==> src/rtl/pixel_replicate_upscaler_unit_assert.svh <==
// Assertion macros used by the back part of the pixel replicate upscaler.
`ifndef PIXEL_REPLICATE_UPSCALER_UNIT_ASSERT_SVH
`define PIXEL_REPLICATE_UPSCALER_UNIT_ASSERT_SVH

// Checks cons in the same cycle whenever ante holds.
`define PRU_ASSERT_NOW(lbl, ante, cons, msg) \
  lbl: assert property (@(posedge clk) disable iff (rst) (ante) |-> (cons)) \
    else $error(msg);

// Checks cons in the cycle after ante holds.
`define PRU_ASSERT_NEXT(lbl, ante, cons, msg) \
  lbl: assert property (@(posedge clk) disable iff (rst) (ante) |=> (cons)) \
    else $error(msg);

`endif

==> src/rtl/pru_pkg.sv <==
// Types and constants of the pixel replicate upscaler.
package pru_pkg;

  localparam int COLOR_W     = 16;
  localparam int COORD_W     = 13;
  localparam int DIM_W       = 11;
  localparam int FACTOR_W    = 4;
  localparam int QUEUE_DEPTH = 2;
  localparam int ADDR_W      = 4;
  localparam int DATA_W      = 32;

  localparam int DEF_MAX_WIDTH  = 1024;
  localparam int DEF_MAX_FACTOR = 8;

  localparam logic [DIM_W-1:0]    RESET_WIDTH  = DIM_W'(1);
  localparam logic [DIM_W-1:0]    RESET_HEIGHT = DIM_W'(1);
  localparam logic [FACTOR_W-1:0] RESET_FACTOR = FACTOR_W'(2);
  localparam logic                RESET_MASK   = 1'b0;

  typedef enum logic [1:0] {
    REG_SRC_WIDTH    = 2'd0,
    REG_SRC_HEIGHT   = 2'd1,
    REG_SCALE_FACTOR = 2'd2,
    REG_MASK_ENABLE  = 2'd3
  } reg_idx_t;

  typedef struct packed {
    logic [COLOR_W-1:0] pixel_color;
    logic               pixel_mask;
  } pixel_in_t;

  typedef struct packed {
    logic [COORD_W-1:0] dest_x;
    logic [COORD_W-1:0] dest_y;
    logic [COLOR_W-1:0] out_color;
    logic               out_mask;
    logic               last_of_block;
  } pixel_out_t;

  typedef struct packed {
    logic [DIM_W-1:0]    src_width;
    logic [DIM_W-1:0]    src_height;
    logic [FACTOR_W-1:0] scale_factor;
    logic                mask_enable;
  } cfg_t;

  typedef struct packed {
    logic [COORD_W-1:0]  base_x;
    logic [COORD_W-1:0]  base_y;
    logic [COLOR_W-1:0]  color;
    logic                mask;
    logic [FACTOR_W-1:0] factor;
  } cmd_t;

  typedef struct packed {
    logic full;
    logic empty;
  } q_status_t;

endpackage

==> src/rtl/pru_queue.sv <==
// Short command queue between the front and back parts of the upscaler.
module pru_queue
  import pru_pkg::*;
(
  input  logic      clk,
  input  logic      rst,
  input  logic      push,
  input  cmd_t      push_cmd,
  input  logic      pop,
  output cmd_t      head,
  output q_status_t status
);

  localparam int PTR_W = (QUEUE_DEPTH > 1) ? $clog2(QUEUE_DEPTH) : 1;
  localparam int CNT_W = $clog2(QUEUE_DEPTH + 1);

  cmd_t             mem [QUEUE_DEPTH];
  logic [PTR_W-1:0] wr_ptr;
  logic [PTR_W-1:0] rd_ptr;
  logic [CNT_W-1:0] count;
  logic             do_push;
  logic             do_pop;

  assign status.full  = (count == CNT_W'(QUEUE_DEPTH));
  assign status.empty = (count == '0);
  assign do_push      = push && !status.full;
  assign do_pop       = pop && !status.empty;
  assign head         = mem[rd_ptr];

  always_ff @(posedge clk) begin
    if (do_push) begin
      mem[wr_ptr] <= push_cmd;
    end
  end

  always_ff @(posedge clk) begin
    if (rst) begin
      wr_ptr <= '0;
      rd_ptr <= '0;
      count  <= '0;
    end else begin
      if (do_push) begin
        wr_ptr <= (wr_ptr == PTR_W'(QUEUE_DEPTH - 1)) ? '0 : PTR_W'(wr_ptr + 1'b1);
      end
      if (do_pop) begin
        rd_ptr <= (rd_ptr == PTR_W'(QUEUE_DEPTH - 1)) ? '0 : PTR_W'(rd_ptr + 1'b1);
      end
      if (do_push && !do_pop) begin
        count <= CNT_W'(count + 1'b1);
      end else if (do_pop && !do_push) begin
        count <= CNT_W'(count - 1'b1);
      end
    end
  end

endmodule

==> src/rtl/pru_front.sv <==
// Front part: accepts source pixels, tracks the source position, builds commands.
module pru_front
  import pru_pkg::*;
#(
  parameter int MAX_WIDTH  = DEF_MAX_WIDTH,
  parameter int MAX_FACTOR = DEF_MAX_FACTOR
)
(
  input  logic      clk,
  input  logic      rst,
  input  cfg_t      cfg,
  input  logic      src_valid,
  output logic      src_ready,
  input  pixel_in_t src_pixel,
  input  q_status_t q_status,
  output logic      push,
  output cmd_t      push_cmd
);

  localparam int POS_W = (MAX_WIDTH > 1) ? $clog2(MAX_WIDTH) : 1;

  logic [POS_W-1:0]          col;
  logic [POS_W-1:0]          row;
  logic [POS_W-1:0]          col_next;
  logic [POS_W-1:0]          row_next;
  logic [POS_W:0]            col_inc;
  logic [POS_W:0]            row_inc;
  logic [DIM_W-1:0]          width_eff;
  logic [DIM_W-1:0]          height_eff;
  logic [FACTOR_W-1:0]       factor_eff;
  logic [POS_W+FACTOR_W-1:0] prod_x;
  logic [POS_W+FACTOR_W-1:0] prod_y;
  logic                      accept;

  assign src_ready = !q_status.full;
  assign accept    = src_valid && src_ready;

  always_comb begin
    if (cfg.src_width == '0) begin
      width_eff = DIM_W'(1);
    end else if (32'(cfg.src_width) > 32'(MAX_WIDTH)) begin
      width_eff = DIM_W'(MAX_WIDTH);
    end else begin
      width_eff = cfg.src_width;
    end
    if (cfg.src_height == '0) begin
      height_eff = DIM_W'(1);
    end else if (32'(cfg.src_height) > 32'(MAX_WIDTH)) begin
      height_eff = DIM_W'(MAX_WIDTH);
    end else begin
      height_eff = cfg.src_height;
    end
    if (32'(cfg.scale_factor) > 32'(MAX_FACTOR)) begin
      factor_eff = FACTOR_W'(MAX_FACTOR);
    end else begin
      factor_eff = cfg.scale_factor;
    end

    prod_x = col * factor_eff;
    prod_y = row * factor_eff;

    push_cmd.base_x = COORD_W'(prod_x);
    push_cmd.base_y = COORD_W'(prod_y);
    push_cmd.color  = src_pixel.pixel_color;
    push_cmd.mask   = cfg.mask_enable && src_pixel.pixel_mask;
    push_cmd.factor = factor_eff;

    // A factor of zero produces no replicas, but the position still moves on.
    push = accept && (factor_eff != '0);

    col_inc  = {1'b0, col} + 1'b1;
    row_inc  = {1'b0, row} + 1'b1;
    col_next = POS_W'(col_inc);
    row_next = row;
    if (32'(col_inc) >= 32'(width_eff)) begin
      col_next = '0;
      if (32'(row_inc) >= 32'(height_eff)) begin
        row_next = '0;
      end else begin
        row_next = POS_W'(row_inc);
      end
    end
  end

  always_ff @(posedge clk) begin
    if (rst) begin
      col <= '0;
      row <= '0;
    end else if (accept) begin
      col <= col_next;
      row <= row_next;
    end
  end

endmodule

==> src/rtl/pru_back.sv <==
// Back part: walks the replica block of each command and drives the result register.
`include "pixel_replicate_upscaler_unit_assert.svh"

module pru_back
  import pru_pkg::*;
#(
  parameter int MAX_FACTOR = DEF_MAX_FACTOR
)
(
  input  logic       clk,
  input  logic       rst,
  input  cmd_t       head,
  input  q_status_t  q_status,
  output logic       pop,
  output logic       dst_valid,
  input  logic       dst_ready,
  output pixel_out_t dst_pixel
);

  localparam int CNT_W = (MAX_FACTOR > 1) ? $clog2(MAX_FACTOR) : 1;

  logic [CNT_W-1:0] col_cnt;
  logic [CNT_W-1:0] row_cnt;
  logic             emit;
  logic             last_col;
  logic             last_row;

  always_comb begin
    emit     = !q_status.empty && (!dst_valid || dst_ready);
    last_col = (FACTOR_W'(col_cnt) == FACTOR_W'(head.factor - 1'b1));
    last_row = (FACTOR_W'(row_cnt) == FACTOR_W'(head.factor - 1'b1));
    pop      = emit && last_col && last_row;
  end

  always_ff @(posedge clk) begin
    if (rst) begin
      col_cnt   <= '0;
      row_cnt   <= '0;
      dst_valid <= 1'b0;
    end else begin
      if (emit) begin
        dst_valid <= 1'b1;
        col_cnt   <= last_col ? '0 : CNT_W'(col_cnt + 1'b1);
        if (last_col) begin
          row_cnt <= last_row ? '0 : CNT_W'(row_cnt + 1'b1);
        end
      end else if (dst_ready) begin
        dst_valid <= 1'b0;
      end
    end
  end

  always_ff @(posedge clk) begin
    if (emit) begin
      dst_pixel.dest_x        <= COORD_W'(head.base_x + COORD_W'(col_cnt));
      dst_pixel.dest_y        <= COORD_W'(head.base_y + COORD_W'(row_cnt));
      dst_pixel.out_color     <= head.color;
      dst_pixel.out_mask      <= head.mask;
      dst_pixel.last_of_block <= last_col && last_row;
    end
  end

  `PRU_ASSERT_NOW(a_col_in_range, !q_status.empty, FACTOR_W'(col_cnt) < head.factor,
                  "column count past factor")
  `PRU_ASSERT_NOW(a_row_in_range, !q_status.empty, FACTOR_W'(row_cnt) < head.factor,
                  "row count past factor")
  `PRU_ASSERT_NEXT(a_pop_marks_last, pop, dst_valid && dst_pixel.last_of_block,
                   "pop without last item")
  `PRU_ASSERT_NEXT(a_counters_restart, pop, col_cnt == '0 && row_cnt == '0,
                   "counters not restarted")

endmodule

==> src/rtl/pixel_replicate_upscaler_unit.sv <==
// Top level of the pixel replicate upscaler: register port, front, queue and back.
//
//   channel   | signals                               | item
//   ----------+---------------------------------------+-----------------------------
//   source    | src_valid, src_ready, src_pixel       | one source pixel
//   result    | dst_valid, dst_ready, dst_pixel       | one destination pixel
//   registers | psel, penable, pwrite, paddr, pwdata  | one register write or read
//
// The back part sends one result per cycle while dst_ready allows, so a source pixel gives factor squared
// results, four at factor two; the front accepts one pixel per cycle while the two-entry queue has room.
// Results leave from a register, and the back keeps working while the queue holds commands.
// Reset clears the source position, the queue, the counters and the registers to defaults.
// A stall on the result side fills the queue and then holds src_ready low.
module pixel_replicate_upscaler_unit
  import pru_pkg::*;
#(
  parameter int MAX_WIDTH  = DEF_MAX_WIDTH,
  parameter int MAX_FACTOR = DEF_MAX_FACTOR
)
(
  input  logic              clk,
  input  logic              rst,
  input  logic              src_valid,
  output logic              src_ready,
  input  pixel_in_t         src_pixel,
  output logic              dst_valid,
  input  logic              dst_ready,
  output pixel_out_t        dst_pixel,
  input  logic              psel,
  input  logic              penable,
  input  logic              pwrite,
  input  logic [ADDR_W-1:0] paddr,
  input  logic [DATA_W-1:0] pwdata,
  output logic [DATA_W-1:0] prdata,
  output logic              pready
);

  cfg_t      cfg;
  reg_idx_t  reg_idx;
  logic      wr_en;
  logic      push;
  cmd_t      push_cmd;
  logic      pop;
  cmd_t      head;
  q_status_t q_status;

  assign pready  = 1'b1;
  assign reg_idx = reg_idx_t'(paddr[3:2]);
  assign wr_en   = psel && penable && pwrite && pready;

  always_ff @(posedge clk) begin
    if (rst) begin
      cfg.src_width    <= RESET_WIDTH;
      cfg.src_height   <= RESET_HEIGHT;
      cfg.scale_factor <= RESET_FACTOR;
      cfg.mask_enable  <= RESET_MASK;
    end else if (wr_en) begin
      case (reg_idx)
        REG_SRC_WIDTH:    cfg.src_width    <= pwdata[DIM_W-1:0];
        REG_SRC_HEIGHT:   cfg.src_height   <= pwdata[DIM_W-1:0];
        REG_SCALE_FACTOR: cfg.scale_factor <= pwdata[FACTOR_W-1:0];
        REG_MASK_ENABLE:  cfg.mask_enable  <= pwdata[0];
        default: begin
        end
      endcase
    end
  end

  always_comb begin
    case (reg_idx)
      REG_SRC_WIDTH:    prdata = DATA_W'(cfg.src_width);
      REG_SRC_HEIGHT:   prdata = DATA_W'(cfg.src_height);
      REG_SCALE_FACTOR: prdata = DATA_W'(cfg.scale_factor);
      REG_MASK_ENABLE:  prdata = DATA_W'(cfg.mask_enable);
      default:          prdata = '0;
    endcase
  end

  pru_front #(
    .MAX_WIDTH  (MAX_WIDTH),
    .MAX_FACTOR (MAX_FACTOR)
  ) u_front (
    .clk       (clk),
    .rst       (rst),
    .cfg       (cfg),
    .src_valid (src_valid),
    .src_ready (src_ready),
    .src_pixel (src_pixel),
    .q_status  (q_status),
    .push      (push),
    .push_cmd  (push_cmd)
  );

  pru_queue u_queue (
    .clk      (clk),
    .rst      (rst),
    .push     (push),
    .push_cmd (push_cmd),
    .pop      (pop),
    .head     (head),
    .status   (q_status)
  );

  pru_back #(
    .MAX_FACTOR (MAX_FACTOR)
  ) u_back (
    .clk       (clk),
    .rst       (rst),
    .head      (head),
    .q_status  (q_status),
    .pop       (pop),
    .dst_valid (dst_valid),
    .dst_ready (dst_ready),
    .dst_pixel (dst_pixel)
  );

endmodule

==> config.mk <==
export PLATFORM = sky130hd
export DESIGN_NAME = pixel_replicate_upscaler_unit
export DESIGN_NICKNAME = d
export VERILOG_FILES = /design/src/rtl/pru_pkg.sv /design/src/rtl/pru_queue.sv /design/src/rtl/pru_front.sv /design/src/rtl/pru_back.sv /design/src/rtl/pixel_replicate_upscaler_unit.sv
export VERILOG_INCLUDE_DIRS = /design/src /design/src/rtl
export SDC_FILE = /design/constraint.sdc
export NUM_CORES = 1
export LEC_CHECK = 0
export ABC_CLOCK_PERIOD_IN_PS = 7900
export BUFFER_PORTS_ARGS = -buffer_cell sky130_fd_sc_hd__buf_2
export CAP_MARGIN = 10
export CORE_UTILIZATION = 55
export CTS_CLUSTER_SIZE = 12
export DETAILED_ROUTE_END_ITERATION = 8
export PLACE_DENSITY = 0.79
export SYNTH_ARGS = -nofsm -noshare
export SYNTH_HDL_FRONTEND = slang
export SYNTH_SLANG_ARGS = --single-unit
==> constraint.sdc <==
create_clock -name clk -period 7.9 [get_ports clk]
set_input_delay 1.185 -clock clk [delete_from_list [all_inputs] [get_ports clk]]
set_output_delay 1.185 -clock clk [all_outputs]
set_load 0.01 [all_outputs]
==> results.toml <==
[run_status]
status = "complete, no violations"

[floorplanning]
io_pins = 139
fp.coreArea_um2 = 20200
core.rowCount = 52
start_util_pct = 56.1
die-area_um2 = 21200
die_y_um = 146
fp.dieW_um = 146

[global_routing]
grt_pass1_vias = 7290
grt_max_degree = 66
grt_pass1_wl_um = 35000
antenna_found_initial = 0
grt_usage_pct = 20.5
gr-total-overflow = 0

[setup_path]
cp-start-kind = "flop"
startpoint = "cfg[4]"
path_class = "flop to flop"
r2r-start = "cfg[4]"
crit_family = "adder cells"
cp_max_fo = 30
rrSetupSlack_ns = 3.42
critPathCapture = "u_queue.mem[1][33]"
r2r-end = "u_queue.mem[1][33]"
cp.required_ns = 8.08
critical_path_buf_inv_count = 3
crit_slowest_cell = "dfxtp_1"
cp.depth = 14
end_kind = "flop"
crit_arrival_ns = 4.66
crit_chain = "nor2b_1, buf_4, and2_1, fa_1, inv_1, fa_1, inv_1, ha_1, a21oi_1, o21ai_0, a2111oi_0, o31ai_1, a21oi_1, xnor2_1"
cpPeakStageDelay_ns = 0.93
reg2regPathDepth = 14

[placed_design]
dp.cells = 1375
port_buffers = 93
finalWeightedCongestion = 0.845
dp_hpwl_um = 14900
place_area_um2 = 11900

[power]
power.internal_w = 0.00181
p_leak_nw = 5.02
p_per_area_nw_per_um2 = 201
power_frac_comb_pct = 13.8
seqPwrFrac_pct = 51.3
ir_worst_vdd_mv = 0.192
sw_frac_of_total_pct = 28.1
p_clk_share_pct = 34.8
netSwitchingPower_w = 0.000708

[hold_path]
min_path_type = "flop to flop"

[routing]
drt_iter0_markers = 464
wl_per_cell_um = 15.2
routed-wl-met3_um = 941
vias_per_cell = 5.44
wirelength_um = 21300
m1WireLength_um = 9680
highest-signal-layer = "met4"
wl_met2_um = 10400
vias = 7658
dr.pass1.iters = 5
ant_nets = 0
remaining_drc_errors = 0

[final_layout]
mostFrequentLayoutCells = "edfxtp_1 (138), nand2_1 (122), buf_2 (93)"
area_growth_pct = 10.5
fin_cells = 1408
stdcell_area_um2 = 12500
nets = 1282
fillers = 1572
drive_gt1_share_pct = 15.7
finish.utilization_pct = 62.0
layout_commonest_cell = "edfxtp_1"

[run]
max-cap-violations = 0

[synthesis]
synth_area_per_cell_um2 = 10.8
syn_inst = 1054
syn_area_um2 = 11300
synth_top_area_share_pct = 36.5
ys_seq_area_share_pct = 46.9
synth_edf_count = 138
netlist_top_cells_area = "edfxtp_1 (37%), dfxtp_1 (10%), ha_1 (7.1%), fa_1 (6.0%), nand2_1 (4.0%)"
synth-seq-cells = 197
synth_largest_area_cell = "edfxtp_1"
async_reset_ff_share_pct = 0
yosys_warnings = 0
synth_flop_cell = "edfxtp_1"
yosysUniqueCellTypes = 67

[timing]
fin_tns_setup_ns = 0
drv_slew = 0
period_minus_slack_ns = 4.48
fin_worst_skew_ns = 0.0193
whs_ns = 0.499
hold_viol = 0
period_share_pct = 56.7
max_freq_ghz = 0.223
worstMarginPinSlew_ns = 1.09
setup_violations = 0
rsz0062_at_grt = "false"
slew_headroom_pct = 26.8

[clocking]
cts_root_buf = "clkbuf_16"
htree_levels = 4
path_clk_slew_ns = 0.08
clock_latency_ns = 0.44
cts_setup_buffers = 0
cts_tree = "done"
cts_resized = 0
cts_inserted_buffers = 17
cts_sinks = 197
clockBufferDepth = 2
hold_buffers = 0
registers in the layout (all words and copies together), names as in the netlist, named ones only:
signal / count
u_back.dst_pixel: 44
u_back.col_cnt: 3
u_front.row: 10
u_queue.rd_ptr: 1
u_back.dst_valid: 1
u_queue.wr_ptr: 1
u_queue.count: 2
cfg: 27
u_front.col: 10
u_queue.mem: 94
u_back.row_cnt: 3
how the worst min path moves through the flow:
stage	startpoint	to	slack, ns	depth (start not counted)
floorplan	cfg[19]	cfg[19]	0.46	2
global route	cfg[18]	cfg[18]	0.52	2
CTS	cfg[19]	cfg[19]	0.50	2
detailed placement	cfg[18]	cfg[18]	0.48	2
global placement	cfg[19]	cfg[19]	0.48	2
finish	cfg[18]	cfg[18]	0.50	2
cell usage after synthesis, drive strengths merged, types with 3 or more instances:
| cell | count |
|---|---|
| edfxtp | 138 |
| o21a | 5 |
| nand3b | 8 |
| clkbuf | 32 |
| nand3 | 31 |
| and2 | 47 |
| dfxtp | 59 |
| xor2 | 32 |
| mux2i | 34 |
| o21ai | 31 |
| nand2 | 122 |
| mux2 | 24 |
| a32o | 3 |
| ha | 64 |
| nor4 | 7 |
| nor3b | 5 |
| fa | 34 |
| buf | 38 |
| and3 | 9 |
| a31oi | 3 |
| inv | 74 |
| nor2 | 46 |
| a32oi | 4 |
| a2111oi | 6 |
| nand4 | 5 |
| xnor2 | 39 |
| nor3 | 18 |
| or3 | 4 |
| a21o | 8 |
| o41ai | 3 |
| o21bai | 3 |
| or2 | 4 |
| o31ai | 3 |
| a22oi | 3 |
| nand2b | 11 |
| nor2b | 16 |
| a211oi | 3 |
| a21oi | 59 |
worst reg2reg max path: cells and delay by family (launching register included):
kind,cells,cell delay (ns)
adder cells (fa/ha/maj),3,1.36
AO/OA/AOI/OAI,5,1.23
flip-flops,1,0.93
buffers and inverters,3,0.34
AND/OR/NAND/NOR,2,0.30
XOR/XNOR,1,0.09
layout make-up:
class / instances / area, um2 / share of cell area (%)
flip-flops and latches: 197 / 5330 / 42.5
inverters: 76 / 285 / 2.28
clock inverters: 15 / 190 / 1.52
well taps: 270 / 338 / 2.69
repair buffers: 101 / 526 / 4.19
multi-input cells: 731 / 5440 / 43.4
clock buffers: 17 / 425 / 3.39
diodes: 1 / 2.50 / 0.0200
through the flow:
| step | worst slack [ns] | power [W] |
|---|---|---|
| 6_report | 3.42 | 0.00252 |
| 5_1_grt | 2.95 | 0.00261 |
| 4_1_cts | 3.35 | 0.00253 |
| 3_5_place_dp | 3.35 | 0.00166 |
| 3_3_place_gp | 3.40 | 0.00164 |
| 2_1_floorplan | 2.55 | 0.00155 |
cell families (layout without fill, tap and decap cells):
kind of cell	count (synthesis)	count (layout)	synth area share, %
simple gates	337	337	14.9
flops	197	197	46.9
buf+inv	146	209	5.80
compound gates	143	143	7.98
fa+ha+maj	98	98	13.1
xor+xnor	72	72	5.68
mux	59	59	5.58
other cells	2	23	0.0662
routing by layer:
metal | track usage (%) | up-vias
li1 | - | 3761
met1 | 27.1 | 3654
met2 | 34.6 | 216
met3 | 3.32 | 27
met4 | 6.74 | 0
met5 | 0 | -
power groups by stage:
stage / logic, W / clock network, W / registers, W
2_1_floorplan: 0.000208 / 0 / 0.00134
6_report: 0.000348 / 0.000876 / 0.00129
3_3_place_gp: 0.000335 / 0 / 0.00131
4_1_cts: 0.000351 / 0.000889 / 0.00129
5_1_grt: 0.000381 / 0.000930 / 0.00130
3_5_place_dp: 0.000345 / 0 / 0.00131
No activity file was read; power rests on OpenSTA's default activity.
